--- config.mk ---
export PLATFORM = sky130hd
export DESIGN_NAME = plti_cell
export DESIGN_NICKNAME = d
export VERILOG_FILES = /design/src/hdl/plti_pkg.sv /design/src/hdl/plti_cell.sv
export SDC_FILE = /design/constraint.sdc
export NUM_CORES = 1
export LEC_CHECK = 0
export BUFFER_PORTS_ARGS = -buffer_cell sky130_fd_sc_hd__buf_2
export CAP_MARGIN = 20
export CELL_PAD_IN_SITES_DETAIL_PLACEMENT = 1
export CELL_PAD_IN_SITES_GLOBAL_PLACEMENT = 2
export CORE_UTILIZATION = 27
export CTS_CLUSTER_DIAMETER = 30
export CTS_CLUSTER_SIZE = 30
export DETAILED_ROUTE_END_ITERATION = 16
export HOLD_SLACK_MARGIN = 0.02
export PLACE_DENSITY_LB_ADDON = 0.1
export SLEW_MARGIN = 10
export SYNTH_ARGS = -nofsm -noshare
export SYNTH_HDL_FRONTEND = slang
export SYNTH_SLANG_ARGS = --single-unit
--- constraint.sdc ---
create_clock -name clk -period 8.6 [get_ports clk]
set_clock_uncertainty 0.2 [all_clocks]
set_input_delay 0.43 -clock clk [delete_from_list [all_inputs] [get_ports clk]]
set_output_delay 0.43 -clock clk [all_outputs]
set_load 0.03 [all_outputs]
--- src/hdl/plti_pkg.sv ---
// Shared types and constants for the piecewise-linear table interpolator.
// Used by the channel interfaces, the table cells, the divider and the top level.
package plti_pkg;

  localparam int EFF_W  = 15;
  localparam int QUOT_W = 15;

  typedef enum logic [1:0] {
    ACT_CLEAR = 2'd0,
    ACT_LOAD  = 2'd1,
    ACT_QUERY = 2'd2,
    ACT_NOP   = 2'd3
  } action_t;

  typedef struct packed {
    logic insert;
    logic rotate;
  } cell_ctrl_t;

endpackage

--- src/hdl/plti_cell.sv ---
// One table cell: holds a single wavelength/efficiency point of the sorted chain.
// Depends on plti_pkg for the cell control struct and efficiency width.
module plti_cell import plti_pkg::*; #(
  parameter int WB  = 16,
  parameter int CW  = 7,
  parameter int IDX = 0
) (
  input  logic             clk,
  input  cell_ctrl_t       ctrl,
  input  logic [CW-1:0]    count,
  input  logic [WB-1:0]    new_key,
  input  logic [EFF_W-1:0] new_eff,
  input  logic [WB-1:0]    left_key,
  input  logic [EFF_W-1:0] left_eff,
  input  logic             left_keep,
  input  logic [WB-1:0]    right_key,
  input  logic [EFF_W-1:0] right_eff,
  output logic [WB-1:0]    key_r,
  output logic [EFF_W-1:0] eff_r,
  output logic             keep
);

  localparam logic [CW-1:0] IDX_C = CW'(IDX);
  localparam logic          FIRST = (IDX == 0);

  logic             occupied;
  logic             take_new;
  logic [WB-1:0]    key_nxt;
  logic [EFF_W-1:0] eff_nxt;

  // A cell keeps its point when the new key sorts after it (ties go after).
  assign occupied = (IDX_C < count);
  assign keep     = occupied && (key_r <= new_key);
  assign take_new = !keep && (left_keep || FIRST);

  always_comb begin
    key_nxt = key_r;
    eff_nxt = eff_r;
    if (ctrl.rotate) begin
      key_nxt = right_key;
      eff_nxt = right_eff;
    end else if (ctrl.insert && !keep) begin
      if (take_new) begin
        key_nxt = new_key;
        eff_nxt = new_eff;
      end else begin
        key_nxt = left_key;
        eff_nxt = left_eff;
      end
    end
  end

  always_ff @(posedge clk) begin
    key_r <= key_nxt;
    eff_r <= eff_nxt;
  end

endmodule

==> results_dict.tcl <==
set metrics [dict create \
    antenna_cells_inserted 0 \
    fp.dieW_um 92.4 \
    holdCritPathClass "input port to flip-flop" \
    place.detailed.hpwl_mm 5.00 \
    grt_pass1_wl_mm 10.8 \
    wl_per_cell_um 16.1 \
    critical_path_peak_fanout 21 \
    routed_wl_mm 6.82 \
    clock_latency_late_sink_ns 0.28 \
    peakVddDrop_mv 0.0565 \
    routed-via-count 2071 \
    postSynthCellCount 191 \
    rows 32 \
    cts-buffers-inserted 5 \
    grt_antenna_before_repair 0 \
    synth_compound_gate_area_share_pct 31.0 \
    synthSimpleGateAreaFrac_pct 9.86 \
    tritoncts_clock_tree "built" \
    synth_cell_type_count 29 \
    track_usage_pct 16.2 \
    die_area_mm2 0.00855 \
    cells_resized_by_post_cts_repair 0 \
    maxClockFrequency_mhz 317 \
    synth.avg_cell_area_um2 11.6 \
    synth.mux.area_fraction_pct 0 \
    synth-seq-cells 31 \
    period_minus_slack_ns 3.15 \
    p_leak_nw 1.36 \
    powerDensity_mw_per_mm2 179 \
    crit_required_ns 8.43 \
    cts_hold_buffers 0 \
    final_net_count 440 \
    clk_path_buf_depth 2 \
    timing.final.setup_violations 0 \
    drt-initial-drc-count 79 \
    number_of_maximum_capacitance_constraint_violations 0 \
    pin_count 136 \
    synth_fa_ha_area_share_pct 9.07 \
    mostFrequentLayoutCell "buf_2" \
    drc_errors 0 \
    rsz0062_at_grt "false" \
    most-common-layout-cells "134 x buf_2, 31 x a221o_1, 31 x edfxtp_1" \
    synth_top_family_by_area "compound AO/OA/AOI/OAI gates" \
    grt_max_degree 65 \
    slew_limit_fails 0 \
    setup.worst_path.start_class "flip-flop" \
    globalRoute.totalOverflow 0 \
    initial_core_util_pct 28.3 \
    run_status "complete, no violations" \
    place.gp.congestion 0.679 \
    fin_tns_setup_ns 0 \
    cts_root_buffer "clkbuf_8" \
    fin_crit_sh_pct 36.6 \
    mappedNetlistNets 311 \
    drive_gt1_share_pct 51.7 \
    dieHeight_um 92.4 \
    port-buffer-count 134 \
    cts_num_sinks 31 \
    worst_ep_arrival_time_ns 2.98 \
    hold_ws_ns 0.244 \
    areaGrowthSynthToFinish_pct 36.5 \
    worst-setup-path-type "flip-flop to flip-flop" \
    clock_transition_at_the_registers_of_the_reported_paths_ns 0.07 \
    first_global_vias 2185 \
    antenna_left 0 \
    synth_warnings 0 \
    route.detailed.vias_per_inst 4.90 \
    firstDrtPassIters 4 \
    core_area_mm2 0.00781 \
    tightestPinTransition_ns 0.838 \
    setup.worst_path.end_class "flip-flop" \
    cts_post_setup_buffers_inserted 0 \
    hold_viol_final 0 \
    htree_num_levels 2 \
    slew_headroom_pct 44.1 \
    seq_area_frac_synth_pct 42.2 \
    synth_xor_area_share_pct 0 \
    syn-cell-area_mm2 0.00221 \
]
report_power, final:
| group | switching [mW] | internal, mW | leakage (nW) |
|---|---|---|---|
| sequential | 0.00957 | 0.200 | 0.314 |
| combinational | 0.136 | 0.0796 | 1.01 |
| clock | 0.0579 | 0.0569 | 0.0422 |
through the flow:
step / power (mW) / cells / util (%) / cell area (um2) / setup WS (ns)
after floorplan: 0.365 / 191 / - / 2210 / 5.49
after global placement: 0.429 / 415 / 37.6 / 2930 / 5.24
after detailed placement: 0.432 / 415 / 37.6 / 2930 / 5.21
after CTS: 0.551 / 423 / 38.6 / 3020 / 5.37
after global routing: 0.570 / 423 / 38.6 / 3020 / 5.21
final: 0.539 / 423 / 38.6 / 3020 / 5.45
logic make-up after synthesis:
group / count (synthesis)
buf+inv: 32
fa+ha+maj: 16
compound gates: 78
flops: 31
simple gates: 34
path summary, 6_finish.rpt:
kind	startpoint	end	slack [ns]	cells past startpoint
worst max-delay path	key_r[5]$_DFFE_PP_	eff_r[12]$_DFFE_PP_	5.45	8
worst max register to register	key_r[5]$_DFFE_PP_	eff_r[12]$_DFFE_PP_	5.45	8
worst min register to register	key_r[15]$_DFFE_PP_	key_r[8]$_DFFE_PP_	1.19	6
worst min-delay path	left_eff[4]	eff_r[4]$_DFFE_PP_	0.24	2
cells in the mapped netlist:
master,instances,area [um2]
clkbuf_1,5,18.8
nor2b_1,1,6.26
o31a_4,1,17.5
nor3_1,1,5.00
nor2_1,2,7.51
a211oi_1,1,7.51
edfxtp_1,31,931
nand2b_1,17,106
and2_1,1,6.26
o2bb2ai_1,1,8.76
nand4_2,1,12.5
buf_4,1,7.51
a221o_1,31,310
a21oi_1,23,115
and2_2,1,7.51
nand2_1,5,18.8
a21boi_2,1,11.3
o21a_1,1,7.51
ha_1,16,200
a211oi_2,14,175
nor3_4,1,16.3
o31ai_2,1,12.5
nor4_2,1,12.5
nand4_1,2,12.5
buf_6,6,67.6
inv_1,16,60.1
nor4_1,1,6.26
o21ai_0,4,20.0
buf_2,4,20.0
worst max-delay path, stage by stage, from the launching register on:
cell	delay (ns)
edfxtp_1	0.40
ha_1	0.31
a21oi_1	0.16
o21ai_0	0.11
o2bb2ai_1	0.20
o31ai_4	0.70
buf_4	0.41
a21oi_1	0.12
a221o_1	0.28
layer usage:
| metal | up-vias | wire (um) | GRT usage, % |
|---|---|---|---|
| met5 | - | 0 | 0 |
| met4 | 0 | 43 | 4.04 |
| met3 | 4 | 499 | 4.11 |
| met2 | 80 | 3390 | 29.0 |
| met1 | 968 | 2890 | 19.1 |
| li1 | 1019 | - | - |
sequential cells by signal, indices dropped and copies added, names as in the netlist:
name   cells
key_r     16
eff_r     15
cell type report:
class / instances / area (um2)
repair buffers: 138 / 701
clock inverters: 1 / 5.00
fillers: 947 / 4790
clock buffers: 7 / 76.3
multi-input cells: 128 / 1110
well taps: 102 / 128
flip-flops and latches: 31 / 931
inverters: 16 / 60.1
No activity file was read; power rests on OpenSTA's default activity.
