`src/hdl/plti_pkg.sv`:
```
// Shared types and constants for the piecewise-linear table interpolator.
// Used by the channel interfaces, the table cells, the divider and the top level.
package plti_pkg;

  localparam int EFF_W  = 15;
  localparam int QUOT_W = 15;

  typedef enum logic [1:0] {
    ACT_CLEAR = 2'd0,
    ACT_LOAD  = 2'd1,
    ACT_QUERY = 2'd2,
    ACT_NOP   = 2'd3
  } action_t;

  typedef struct packed {
    logic insert;
    logic rotate;
  } cell_ctrl_t;

endpackage

```
`src/hdl/plti_div.sv`:
```
// Restoring divider that produces a quotient known to fit QUOT_W bits, one bit a cycle.
// Depends on plti_pkg for the quotient and efficiency widths.
module plti_div import plti_pkg::*; #(
  parameter int WB = 16
) (
  input  logic                  clk,
  input  logic                  rst_n,
  input  logic                  start,
  input  logic [WB+EFF_W-1:0]   prod,
  input  logic [WB-1:0]         den,
  output logic                  done,
  output logic [QUOT_W-1:0]     quot
);

  localparam int NCW = $clog2(QUOT_W + 1);

  logic [WB-1:0]     rem_r;
  logic [QUOT_W-1:0] sh_r;
  logic [QUOT_W-1:0] quot_r;
  logic [NCW-1:0]    cnt_r;
  logic              busy_r;
  logic              done_r;
  logic [WB:0]       trial;
  logic              fits;

  assign trial = {rem_r, sh_r[QUOT_W-1]};
  assign fits  = (trial >= {1'b0, den});

  always_ff @(posedge clk) begin
    if (!rst_n) begin
      busy_r <= 1'b0;
      done_r <= 1'b0;
      cnt_r  <= '0;
    end else begin
      done_r <= 1'b0;
      if (start) begin
        rem_r  <= prod[WB+EFF_W-1:QUOT_W];
        sh_r   <= prod[QUOT_W-1:0];
        quot_r <= '0;
        cnt_r  <= NCW'(QUOT_W);
        busy_r <= 1'b1;
      end else if (busy_r) begin
        rem_r  <= fits ? WB'(trial - {1'b0, den}) : trial[WB-1:0];
        sh_r   <= {sh_r[QUOT_W-2:0], 1'b0};
        quot_r <= {quot_r[QUOT_W-2:0], fits};
        cnt_r  <= cnt_r - NCW'(1);
        if (cnt_r == NCW'(1)) begin
          busy_r <= 1'b0;
          done_r <= 1'b1;
        end
      end
    end
  end

  assign done = done_r;
  assign quot = quot_r;

endmodule

```
`config.mk`:
```
export PLATFORM = sky130hd
export DESIGN_NAME = plti_div
export DESIGN_NICKNAME = d
export VERILOG_FILES = /design/src/hdl/plti_pkg.sv /design/src/hdl/plti_div.sv
export SDC_FILE = /design/constraint.sdc
export NUM_CORES = 1
export LEC_CHECK = 0
export CAP_MARGIN = 20
export CORE_MARGIN = 5
export CORE_UTILIZATION = 30
export DETAILED_ROUTE_END_ITERATION = 10
export DONT_BUFFER_PORTS = 1
export GPL_TIMING_DRIVEN = 0
export PLACE_DENSITY = 0.49
export SLEW_MARGIN = 20
export SYNTH_ARGS = -nofsm -noshare
export SYNTH_HDL_FRONTEND = slang
export SYNTH_SLANG_ARGS = --single-unit
```
`constraint.sdc`:
```
create_clock -name clk -period 6.14 [get_ports clk]
set_input_delay 1.535 -clock clk [delete_from_list [all_inputs] [get_ports clk]]
set_output_delay 1.535 -clock clk [all_outputs]
set_load 0.01 [all_outputs]
```
==> results of run 1 <==
## stage by stage
stage / setup slack (ns) / util [%] / hold slack, ns / std cells
2_1_floorplan: 2.54 / - / 0.499 / 291
3_3_place_gp: 2.08 / 32.6 / 0.521 / 427
3_5_place_dp: 2.22 / 32.6 / 0.537 / 427
4_1_cts: 2.55 / 33.7 / 0.550 / 435
5_1_grt: 2.35 / 33.7 / 0.556 / 435
6_report: 2.48 / 33.7 / 0.549 / 435
## layer usage
layer / vias up / global-route usage (%)
met2: 61 / 17.9
li1: 1087 / -
met3: 4 / 3.98
met5: - / 0
met1: 1037 / 15.6
met4: 0 / 1.20
## flip-flops by register name, summed over array words and instances, names as in the netlist
name,cells
sh_r,15
cnt_r,4
quot,15
done,1
rem_r,16
busy_r,1
## how the worst min path moves through the flow
stage | slack [ns] | startpoint | to | cells after the start
5_1_grt | 0.56 | sh_r[5]$_DFFE_PP_ | sh_r[6]$_DFFE_PP_ | 1
4_1_cts | 0.55 | sh_r[5]$_DFFE_PP_ | sh_r[6]$_DFFE_PP_ | 1
6_report | 0.55 | sh_r[5]$_DFFE_PP_ | sh_r[6]$_DFFE_PP_ | 1
3_5_place_dp | 0.54 | sh_r[3]$_DFFE_PP_ | sh_r[4]$_DFFE_PP_ | 1
3_3_place_gp | 0.52 | cnt_r[3]$_SDFFE_PN0N_ | busy_r$_SDFF_PN0_ | 2
2_1_floorplan | 0.50 | cnt_r[3]$_SDFFE_PN0N_ | busy_r$_SDFF_PN0_ | 2
## placed cells by master, fill, tap and decap left out, types with 3 or more instances in the layout
cell      netlist  routed
nor3_1          5       5
nor2_1          9       9
o311ai_1        5       5
inv_1          22      22
xnor2_1         6       6
nor2b_1        22      22
dfxtp_1         6       6
o21ai_0         6       6
ha_1           18      18
nand2_1        14      14
clkbuf_1       10      10
a31oi_1         4       4
nand3_1         5       5
o21a_1          8       7
a221o_1         5       5
o21ai_1         4       4
a21o_1          6       6
and3_1          5       5
nand3b_1        5       5
nor4b_1         3       3
clkbuf_8        0       5
mux2i_1         6       6
and3b_1         4       4
a21oi_1        14      14
mux2_2         15      15
edfxtp_1       46      46
xor2_1          8       8
## worst max-delay path: stages
cell and delay [ns]:
inv_1 0.02, ha_1 0.35, a21o_1 0.21, a21oi_1 0.42, a31oi_1 0.23, a211oi_4 0.39
buf_6 0.22, mux2i_1 0.08, mux2_2 0.25
## cell families after synthesis
group,count (synthesis),synth area share [%]
flip-flops,52,46.8
AO/OA/AOI/OAI,66,15.0
AND/OR/NAND/NOR,81,14.6
XOR/XNOR,14,3.82
adder cells (fa/ha/maj),19,7.65
buffers and inverters,38,4.99
multiplexers,21,7.14
## power groups by stage
stage / registers, uW / logic [uW] / clock network [uW]
5_1_grt: 444 / 246 / 256
2_1_floorplan: 442 / 175 / 0
3_5_place_dp: 449 / 219 / 0
6_report: 441 / 219 / 229
4_1_cts: 442 / 221 / 239
3_3_place_gp: 450 / 215 / 0
## layout make-up
| cell class | count | share of cell area [%] |
|---|---|---|
| multi-input cells | 201 | 44.5 |
| flip-flops and latches | 52 | 43.0 |
| well taps | 136 | 4.87 |
| inverters | 22 | 2.37 |
| plain buffers | 16 | 2.22 |
| clock buffers | 5 | 1.97 |
| clock inverters | 3 | 1.08 |
==> impl_results.md, run 1 <==
- Worst R2R End: rem_r[12]$_DFFE_PP_
- Die extent in y: roughly 110 um
- Post-synth EDFFs: 46
- CTS tree: done
- Worst slew margin relative to its limit: 55.4%
- Filler cells: 1098
- Sw Share: approximately 29%
- Clk sinks: between 50 and 60
- H-tree levels: 2
- Worst Skew: 0.0108 ns
- Vias: around 2200
- Worst skew pair latency: about 0.30 ns
- Crit Path Class: input port to flop
- Clk buf depth: 2
- CP Capture Type: flop
- Synthesized instance count: roughly 290
- Final net count: approximately 370
- Count of final max-slew check failures: 0
- Wl on met1: between 3 and 4 mm
- Crit path launch: den[3]
- Fmax: between 200 and 300 MHz
- Effective utilization at floorplan: between 30 and 40%
- Synthesized cell area: ~3200 um^2
- Post_cts resized: 0
- Vias per Instance: ~5.0
- Die span in x: ~110 um
- TritonRoute pass-1 iters: 4
- Cell area after layout: approximately 3500 um^2
- Vias in the first global route: between 2000 and 2500
- Final setup violation count: 0
- Tmin final: 3.66 ns
- Largest net degree at the start of global routing: 48
- GRT Total Usage: between 10% and 20%
- Post-CTS Hold Fix Bufs: 0
- Multi-input gate area: between 1500 and 2000 um^2
- Routed Wire Length: ~7.6 mm
- Setup crit end: rem_r[0]$_DFFE_PP_
- Psw: approximately 250 uW
- Reg clk slew, reported paths: 0.09 ns
- Cell with the most instances after synthesis: edfxtp_1
- Root Buffer: clkbuf_8
- Post-Syn Area per Cell: ~11 um^2
- Fraction of layout cells with a size suffix above 1: under 10%
- Critical Path Fanout Max: 10
- Fraction of registers with async set/reset: 0%
- Post-synth top area cell: edfxtp_1
- Area Overhead vs Synth: 8.86%
- Top sig layer: met4
- FP Rows: 37
- Power, Total: 889 uW
- Comb power frac: 24.6%
- FF-to-FF Start: sh_r[14]$_DFFE_PP_
- Final worst-path cycle share: 59.6%
- Initial antenna violation count: 0
- Worst-Margin Slew: about 0.67 ns
- Core area: approximately 10000 um^2
- Hold WC Path Type: flop to flop
- CTS Buf Count: 5
- Worst path required time: between 6 and 7 ns
- Dominant cells by area after synthesis: edfxtp_1 (43%), ha_1 (7.0%), mux2_2 (5.3%), nor2b_1 (4.3%), dfxtp_1 (3.7%)
- Area after DPL: around 3400 um^2
- Global-route wire length before repair: 11.5 mm
- Routed WL per cell: about 17 um
- Setup TNS: 0 ns
- Syn_nets: between 300 and 400
- Die area: roughly 13000 um^2
- Ports: 66
- Sequential power share: 49.6%
- Initial drt markers: 125
- Final hold vios: 0
- Port bufs: 0
- VDD IR max: between 0.00009 and 0.0001 V
- GP Congestion: approximately 0.76
- Seq cells post-synth: 52
- Yosys top cell area share: 43.1%
- Setup Fix Bufs, Post-CTS: 0
- PwrDens: around 250 nW/um^2
- Met2 Wirelength: 3.41 mm
- Leakage power: 0.00134 uW
- ANT cells: 0
- Post-DP HPWL: 5.74 mm
- Status: finished clean
- Post-synthesis sequential area ratio: ~47%
- Yosys warnings: 0
- DRC Markers: 0
- WP data arrival: roughly 3.7 ns
- Clock power frac: approximately a quarter
- Max-Cap Viols: 0
- Main synth FF type: edfxtp_1
- Top cells by count, synth: edfxtp_1 (46), inv_1 (22), nor2b_1 (22)
- Routed Antenna Nets: 0
- Sequential cell area: around 1500 um^2
- Remaining Overflow, GRT: 0
- Register-to-Register Path Depth: 10
- RSZ-0062 raised after global routing: false
- Pint: approximately 630 uW
- Synth cell types: between 40 and 50
- Worst setup SP type: input port
- Reg2Reg Setup Slack: 3.30 ns
- DR WL met3: roughly 630 um
(Power assumes the default switching activity.)
==> run 2, diff against run 1 <==
--- a/config.mk
+++ b/config.mk
@@ -5,6 +5,7 @@
 export SDC_FILE = /design/constraint.sdc
 export NUM_CORES = 1
 export LEC_CHECK = 0
+export ABC_AREA = 1
 export CAP_MARGIN = 20
 export CORE_MARGIN = 5
 export CORE_UTILIZATION = 30
==> constraint.sdc (replaced) <==
create_clock -name clk -period 3.71 [get_ports clk]
set_input_delay 0.9275 -clock clk [delete_from_list [all_inputs] [get_ports clk]]
set_output_delay 0.9275 -clock clk [all_outputs]
set_load 0.01 [all_outputs]
==> run 2 against run 1 <==
  * Clock skew shrank 0.0034 ns
  * Sequential cell count is the same
  * Total power increased by 78%
  * Synthesized cell count rose by 60%
  * Final cell count rose by 42%
  * Worst hold slack lost 0.046 ns
  * Critical path type unchanged
==> impl_results.md, run 2 <==
- Status: finished clean (unchanged)
- Initial drt markers: 96 (was 125)
- Ports: 66 (unchanged)
- Remaining Overflow, GRT: 0 (unchanged)
- Top cells by count, synth: nand2_1 (175), inv_1 (81), edfxtp_1 (46) (was edfxtp_1 (46), inv_1 (22), nor2b_1 (22))
- Die area: 13900 um^2 (was 12900 um^2)
- Reg clk slew, reported paths: 0.07 ns (was 0.09 ns)
- CP peak stage delay: 0.45 ns (was 0.42 ns)
- Final net count: 544 (was 367)
- CP Capture Type: flop (unchanged)
- Global-route wire length before repair: 14.1 mm (was 11.5 mm)
- Post-synth top area cell: edfxtp_1 (unchanged)
- Crit-path cells: ha_1 -> inv_1 -> fa_1 -> nand3_1 -> nand3_1 -> nand2_1 -> nand2_1 -> nand2_1 -> nand2_1 -> nand2_1 -> nand3_1 -> nand2_1 -> nand2_1 (was inv_1 -> ha_1 -> a21o_1 -> a21oi_1 -> a31oi_1 -> a211oi_4 -> buf_6 -> mux2i_1 -> mux2_2)
- Post-DP HPWL: 6.97 mm (was 5.74 mm)
- FF-to-FF Start: sh_r[14]$_DFFE_PP_ (unchanged)
- Worst path required time: 3.76 ns (was 6.19 ns)
- Post-CTS Hold Fix Bufs: 0 (unchanged)
- Vias in the first global route: 2947 (was 2162)
- Critical Path Fanout Max: 4 (was 10)
- ANT cells: 0 (unchanged)
- Routed Wire Length: 8.50 mm (was 7.61 mm)
- Initial antenna violation count: 0 (unchanged)
- Synthesized cell area: 3500 um^2 (was 3210 um^2)
- Yosys top cell area share: 39.5% (was 43.1%)
- Most common cell after layout, fill and taps aside: nand2_1 (was edfxtp_1)
- Area after DPL: 3700 um^2 (was 3380 um^2)
- PwrDens: 411 nW/um^2 (was 255 nW/um^2)
- Crit path launch: den[0] (was den[3])
- Fraction of layout cells with a size suffix above 1: 6.72% (was 9.70%)
- Synth cell types: 30 (was 48)
- Clk sinks: 52 (unchanged)
- Worst Skew: 0.00742 ns (was 0.0108 ns)
- Fmax: just over 400 MHz
- WP data arrival: 2.52 ns (was 3.71 ns)
- Yosys warnings: 0 (unchanged)
- Die extent in y: 118 um (was 113 um)
- Area Overhead vs Synth: 10.2% (was 8.86%)
- Hold_sp: cnt_r[3]$_SDFFE_PN0N_ (was sh_r[5]$_DFFE_PP_)
- Setup TNS: 0 ns (unchanged)
- Final setup violation count: 0 (unchanged)
- Post_cts resized: 0 (unchanged)
- Final hold vios: 0 (unchanged)
- CTS Buf Count: 5 (unchanged)
- Number of flip-flops under the largest register name: 16 (unchanged)
- GRT Total Usage: 12.3% (was 11.3%)
- Hold WS: 0.503 ns (was 0.549 ns)
- Final worst-path cycle share: 66.5%
- Tmin final: ~2.5 ns
- Seq cells post-synth: 52 (unchanged)
- CTS tree: done (unchanged)
- Worst Slack Setup Final: 1.24 ns (was 2.48 ns)
- Setup Fix Bufs, Post-CTS: 0 (unchanged)
- Syn_nets: 536 (was 360)
- Dominant cells by area after synthesis: edfxtp_1 (39%), nand2_1 (19%), inv_1 (8.7%), ha_1 (6.4%), nand3_1 (4.7%) (was edfxtp_1 (43%), ha_1 (7.0%), mux2_2 (5.3%), nor2b_1 (4.3%), dfxtp_1 (3.7%))
- Largest register by flop count: rem_r (unchanged)
- Top cell by count, worst path: nand2_1
- Most frequent cells in the layout: nand2_1 (175), inv_1 (81), edfxtp_1 (46), nand3_1 (33), nor2_1 (29) (was edfxtp_1 (46), inv_1 (22), nor2b_1 (22), ha_1 (18), mux2_2 (15))
- Worst-Margin Slew: 0.614 ns (was 0.669 ns)
- Post-synth EDFFs: 46 (unchanged)
- TritonRoute pass-1 iters: 4 (unchanged)
- Effective utilization at floorplan: 30.6% (was 30.9%)
- GP Congestion: 0.877 (was 0.759)
- FP Rows: 39 (was 37)
- Max-Cap Viols: 0 (unchanged)
- Worst setup SP type: input port (unchanged)
- Leakage power: 0.00193 uW (was 0.00134 uW)
- Root Buffer: clkbuf_16 (was clkbuf_8)
- Cell at the slowest stage of the critical path: fa_1 (was a21oi_1)
- Vias per Instance: 4.59 (was 5.03)
- Post-Syn Area per Cell: 7.49 um^2 (was 11.0 um^2)
- Worst skew pair latency: 0.29 ns (was 0.30 ns)
- Utilization after layout: 33.8% (was 33.7%)
- Die span in x: 118 um (was 113 um)
- Port bufs: 0 (unchanged)
- Routed WL per cell: 13.7 um (was 17.5 um)
- Dpl ws: 0.940 ns (was 2.22 ns)
- VDD IR max: 0.000191 V (was 0.0000975 V)
- Cell with the most instances after synthesis: nand2_1 (was edfxtp_1)
- Clk buf depth: 2 (unchanged)
- Count of final max-slew check failures: 0 (unchanged)
- Routed Antenna Nets: 0 (unchanged)
- Main synth FF type: edfxtp_1 (unchanged)
- Worst slew margin relative to its limit: 58.9% (was 55.4%)
- RSZ-0062 raised after global routing: false (unchanged)
- Core area: 11400 um^2 (was 10400 um^2)
- Fraction of registers with async set/reset: 0% (unchanged)
- Crit Path Class: input port to flop (unchanged)
- Hold WC Path Type: flop to flop (unchanged)
- Synthesized instance count: 467 (was 291)
- Vias: 2840 (was 2189)
- Post-synthesis sequential area ratio: 42.9% (was 46.8%)
- Cell area after layout: 3860 um^2 (was 3490 um^2)
- Largest net degree at the start of global routing: 29 (was 48)
- DRC Markers: 0 (unchanged)
- H-tree levels: 2 (unchanged)
[run 2: routing by layer]
| layer | vias to the layer above | track usage [%] | wire length [um] |
|---|---|---|---|
| li1 | 1487 | - | - |
| met1 | 1292 | 15.6 | 4000 |
| met2 | 55 | 20.8 | 3990 |
| met3 | 6 | 3.36 | 432 |
| met4 | 0 | 2.80 | 85 |
| met5 | - | 0 | 0 |
[run 2: metrics by stage]
stage / cells / power [uW]
global route: 619 / 1690
global placement: 610 / 1130
floorplan: 467 / 1040
CTS: 619 / 1610
finish: 619 / 1590
detailed placement: 611 / 1130
[run 2: worst paths after layout]
path / to / slack, ns / cells past startpoint
hold / removal: cnt_r[3]$_SDFFE_PN0N_ / 0.50 / 2
hold reg to reg: cnt_r[3]$_SDFFE_PN0N_ / 0.50 / 2
setup / recovery: rem_r[14]$_DFFE_PP_ / 1.24 / 13
setup reg to reg: rem_r[14]$_DFFE_PP_ / 1.42 / 14
[run 2: logic make-up after synthesis]
kind of cell	count (synthesis)	share of synthesized area [%]
and+or+nand+nor	275	34.5
buffers and inverters	95	10.9
DFF	52	42.9
AOI/OAI and AO/OA	19	2.93
adders and majority gates	19	7.01
xor gates and xnor gates	7	1.75
[run 2: where the power goes]
part / total, uW / leakage (uW) / switching [uW] / internal, uW
combinational: 393 / 0.00136 / 251 / 142
clock: 471 / 0.0000748 / 215 / 256
sequential: 723 / 0.000495 / 27.7 / 695
[run 2: worst max-delay path, delay by kind of cell]
family / cells / cell delay (ns)
simple gates: 10 / 0.90
fa+ha+maj: 2 / 0.59
buf+inv: 1 / 0.09
[run 2: area by class of cell]
cell class / instances / area (um^2)
Tap cell: 143 / 179
Timing Repair Buffer: 1 / 20.0
Sequential cell: 52 / 1500
Clock buffer: 5 / 125
Multi-Input combinational cell: 320 / 1620
Buffer: 11 / 65.1
Fill cell: 1237 / 7560
Clock inverter: 3 / 26.3
Inverter: 84 / 315
==> run 3, diff against run 2 <==
--- a/config.mk
+++ b/config.mk
@@ -5,14 +5,14 @@
 export SDC_FILE = /design/constraint.sdc
 export NUM_CORES = 1
 export LEC_CHECK = 0
-export ABC_AREA = 1
+export ABC_AREA = 0
 export CAP_MARGIN = 20
 export CORE_MARGIN = 5
 export CORE_UTILIZATION = 30
 export DETAILED_ROUTE_END_ITERATION = 10
 export DONT_BUFFER_PORTS = 1
 export GPL_TIMING_DRIVEN = 0
-export PLACE_DENSITY = 0.49
+export PLACE_DENSITY = 0.5
 export SLEW_MARGIN = 20
 export SYNTH_ARGS = -nofsm -noshare
 export SYNTH_HDL_FRONTEND = slang
==> constraint.sdc (replaced) <==
create_clock -name clk -period 2.2 [get_ports clk]
set_input_delay 0.55 -clock clk [delete_from_list [all_inputs] [get_ports clk]]
set_output_delay 0.55 -clock clk [all_outputs]
set_load 0.01 [all_outputs]
==> run 3 against run 2 <==
  * The flow now finishes with violations (setup timing)
  * Sequential cell count did not move
  * Worst hold slack got worse by 0.16 ns
  * Total power rose by 66%
  * Largest power group unchanged
==> impl_results.md, run 3 (same netlist as run 1, synthesis figures left out) <==
- Sequential cell area: 1500 um^2 (unchanged)
- Global-route wire length before repair: 12.2 mm (was 14.1 mm)
- Violated checks: setup timing
- Initial antenna violation count: 0 (unchanged)
- Filler cells: 1077 (was 1237)
- TritonRoute pass-1 iters: 4 (unchanged)
- Dpl ws: -0.519 ns (was 0.940 ns)
- Register-to-Register Path Depth: 8 (was 14)
- CTS Buf Count: 5 (unchanged)
- Effective utilization at floorplan: 30.9% (was 30.6%)
- RSZ-0062 raised after global routing: true (was false)
- Setup crit end: rem_r[0]$_DFFE_PP_ (was rem_r[14]$_DFFE_PP_)
- PwrDens: 678 nW/um^2 (was 411 nW/um^2)
- Ports: 66 (unchanged)
- Remaining Overflow, GRT: 0 (unchanged)
- Most common cell after layout, fill and taps aside: edfxtp_1 (was nand2_1)
- Die extent in y: 113 um (was 118 um)
- Vias per Instance: 5.08 (was 4.59)
- Die area: 12900 um^2 (was 13900 um^2)
- Crit path launch: rem_r[7]$_DFFE_PP_ (was den[0])
- FF-to-FF Start: rem_r[7]$_DFFE_PP_ (was sh_r[14]$_DFFE_PP_)
- Reg2Reg Setup Slack: -0.24 ns (was 1.42 ns)
- Worst-Margin Slew: 0.684 ns (was 0.614 ns)
- Worst R2R End: rem_r[0]$_DFFE_PP_ (was rem_r[14]$_DFFE_PP_)
- Most frequent cells in the layout: edfxtp_1 (46), nor2b_1 (22), inv_1 (18) (was nand2_1 (175), inv_1 (81), edfxtp_1 (46), nand3_1 (33), nor2_1 (29))
- CP peak stage delay: 0.45 ns (about the same)
- Core area: 10400 um^2 (was 11400 um^2)
- Hold WS: 0.342 ns (was 0.503 ns)
- Cell area after layout: 3880 um^2 (was 3860 um^2)
- Largest register by flop count: rem_r (unchanged)
- Area Overhead vs Synth: 20.9% (was 10.2%)
- Power, Total: 2630 uW (was 1590 uW)
- Number of flip-flops under the largest register name: 16 (unchanged)
- Worst Slack Setup Final: -0.235 ns (was 1.24 ns)
- Post-DP HPWL: 5.55 mm (was 6.97 mm)
- Port bufs: 0 (unchanged)
- CP Capture Type: flop (unchanged)
- Reg clk slew, reported paths: 0.12 ns (was 0.07 ns)
- Leakage power: 0.00145 uW (was 0.00193 uW)
- Worst slew margin relative to its limit: 54.4% (was 58.9%)
- H-tree levels: 2 (unchanged)
- Status: complete, but fails checks (was finished clean)
- Final worst-path cycle share: 111%
- Die span in x: 113 um (was 118 um)
- Vias: 2286 (was 2840)
- Crit-path cells: ha_4 -> a21o_1 -> a31oi_4 -> o221ai_4 -> a211oi_4 -> buf_6 -> mux2i_2 -> mux2_4 (was ha_1 -> inv_1 -> fa_1 -> nand3_1 -> nand3_1 -> nand2_1 -> nand2_1 -> nand2_1 -> nand2_1 -> nand2_1 -> nand3_1 -> nand2_1 -> nand2_1)
- Vias in the first global route: 2343 (was 2947)
- Routed WL per cell: 17.2 um (was 13.7 um)
- Final net count: 382 (was 544)
- Worst Skew: 0.0141 ns (was 0.00742 ns)
- Fmax: 411 MHz
- Crit Path Class: flop to flop (was input port to flop)
- Clk buf depth: 2 (unchanged)
- CTS tree: done (unchanged)
- Multi-input gate area: 1780 um^2 (was 1620 um^2)
- Final hold vios: 0 (unchanged)
- ANT cells: 0 (unchanged)
- Worst setup SP type: flop (was input port)
- GP Congestion: 0.788 (was 0.877)
- GRT Total Usage: 12.0% (was 12.3%)
- Cell at the slowest stage of the critical path: edfxtp_1 (was fa_1)
- Worst path required time: 2.27 ns (was 3.76 ns)
- Routed Antenna Nets: 0 (unchanged)
- Root Buffer: clkbuf_8 (was clkbuf_16)
- Area after DPL: 3540 um^2 (was 3700 um^2)
- VDD IR max: 0.000309 V (was 0.000191 V)
- Max-Cap Viols: 0 (unchanged)
- Setup TNS: -2.85 ns (was 0 ns)
- Clk sinks: 52 (unchanged)
- Initial drt markers: 80 (was 96)
- DRC Markers: 0 (unchanged)
- Hold WC Path Type: input port to flop (was flop to flop)
- Largest net degree at the start of global routing: 48 (was 29)
- Worst skew pair latency: 0.32 ns (was 0.29 ns)
- Tmin final: between 2 and 2.5 ns
- Routed Wire Length: 7.75 mm (was 8.50 mm)
- FP Rows: 37 (was 39)
- WP data arrival: 2.51 ns (was 2.52 ns)
- Fraction of layout cells with a size suffix above 1: 26.1% (was 6.72%)
- Final setup violation count: 16 (was 0)
- Count of final max-slew check failures: 0 (unchanged)
- Critical Path Fanout Max: 5 (was 4)
## run 3: cell count changes in the layout (fill, tap and decap cells not counted), sizes merged, moves of 15 or more
cell | before | now
nand3 | 34 | 5
mux2 | 0 | 15
buf | 6 | 21
nor2 | 34 | 9
inv | 86 | 24
nor2b | 0 | 22
nand2 | 183 | 14
## run 3: how the worst min path moves through the flow
stage / from / end / cells after the start
after floorplan: cnt_r[3]$_SDFFE_PN0N_ / busy_r$_SDFF_PN0_ / 2
after global placement: cnt_r[3]$_SDFFE_PN0N_ / busy_r$_SDFF_PN0_ / 2
after detailed placement: sh_r[4]$_DFFE_PP_ / sh_r[5]$_DFFE_PP_ / 1
after CTS: rst_n / cnt_r[0]$_SDFFE_PN0N_ / 1
after global routing: rst_n / cnt_r[0]$_SDFFE_PN0N_ / 1
final: rst_n / cnt_r[0]$_SDFFE_PN0N_ / 1
## run 3: repair_timing
action,in CTS,in global routing
cloned,1,0
setup buffers,11,4
hold buffers,0,0
setup endpoints to repair,17,17
gates resized for setup,11,12
pin swaps,11,9
## run 3: layer usage
| metal | vias to the layer above | track usage (%) | routed length, um |
|---|---|---|---|
| met4 | 0 | 3.13 | 96 |
| met3 | 8 | 4.19 | 470 |
| met1 | 1102 | 15.6 | 3620 |
| met5 | - | 0 | 0 |
| met2 | 53 | 19.2 | 3570 |
| li1 | 1123 | - | - |
## run 3: stage by stage
stage	utilization, %	instances
global route	37.4	450
CTS	36.4	446
floorplan	-	291
detailed placement	34.1	427
global placement	34.1	427
finish	37.4	450
## run 3: final cells by class
type | instances | area share, %
clock buffers | 5 | 1.78
well taps | 136 | 4.39
flip-flops and latches | 52 | 38.7
inverters | 22 | 2.13
clock inverters | 3 | 0.678
multi-input cells | 201 | 46.0
plain buffers | 15 | 2.94
repair buffers | 16 | 3.36
## run 3: report_power, final
group / leakage (uW) / internal, uW / switching, uW
logic: 0.000910 / 386 / 407
registers: 0.000493 / 1180 / 52.0
clock network: 0.0000506 / 236 / 372
total: 0.00145 / 1800 / 831
## run 3: worst max-delay path, delay by kind of cell, from the launching register on
kind,cells,cell delay [ns]
flip-flops,1,0.45
AO/OA/AOI/OAI,4,0.92
buffers and inverters,1,0.20
adder cells (fa/ha/maj),1,0.27
multiplexers,2,0.34
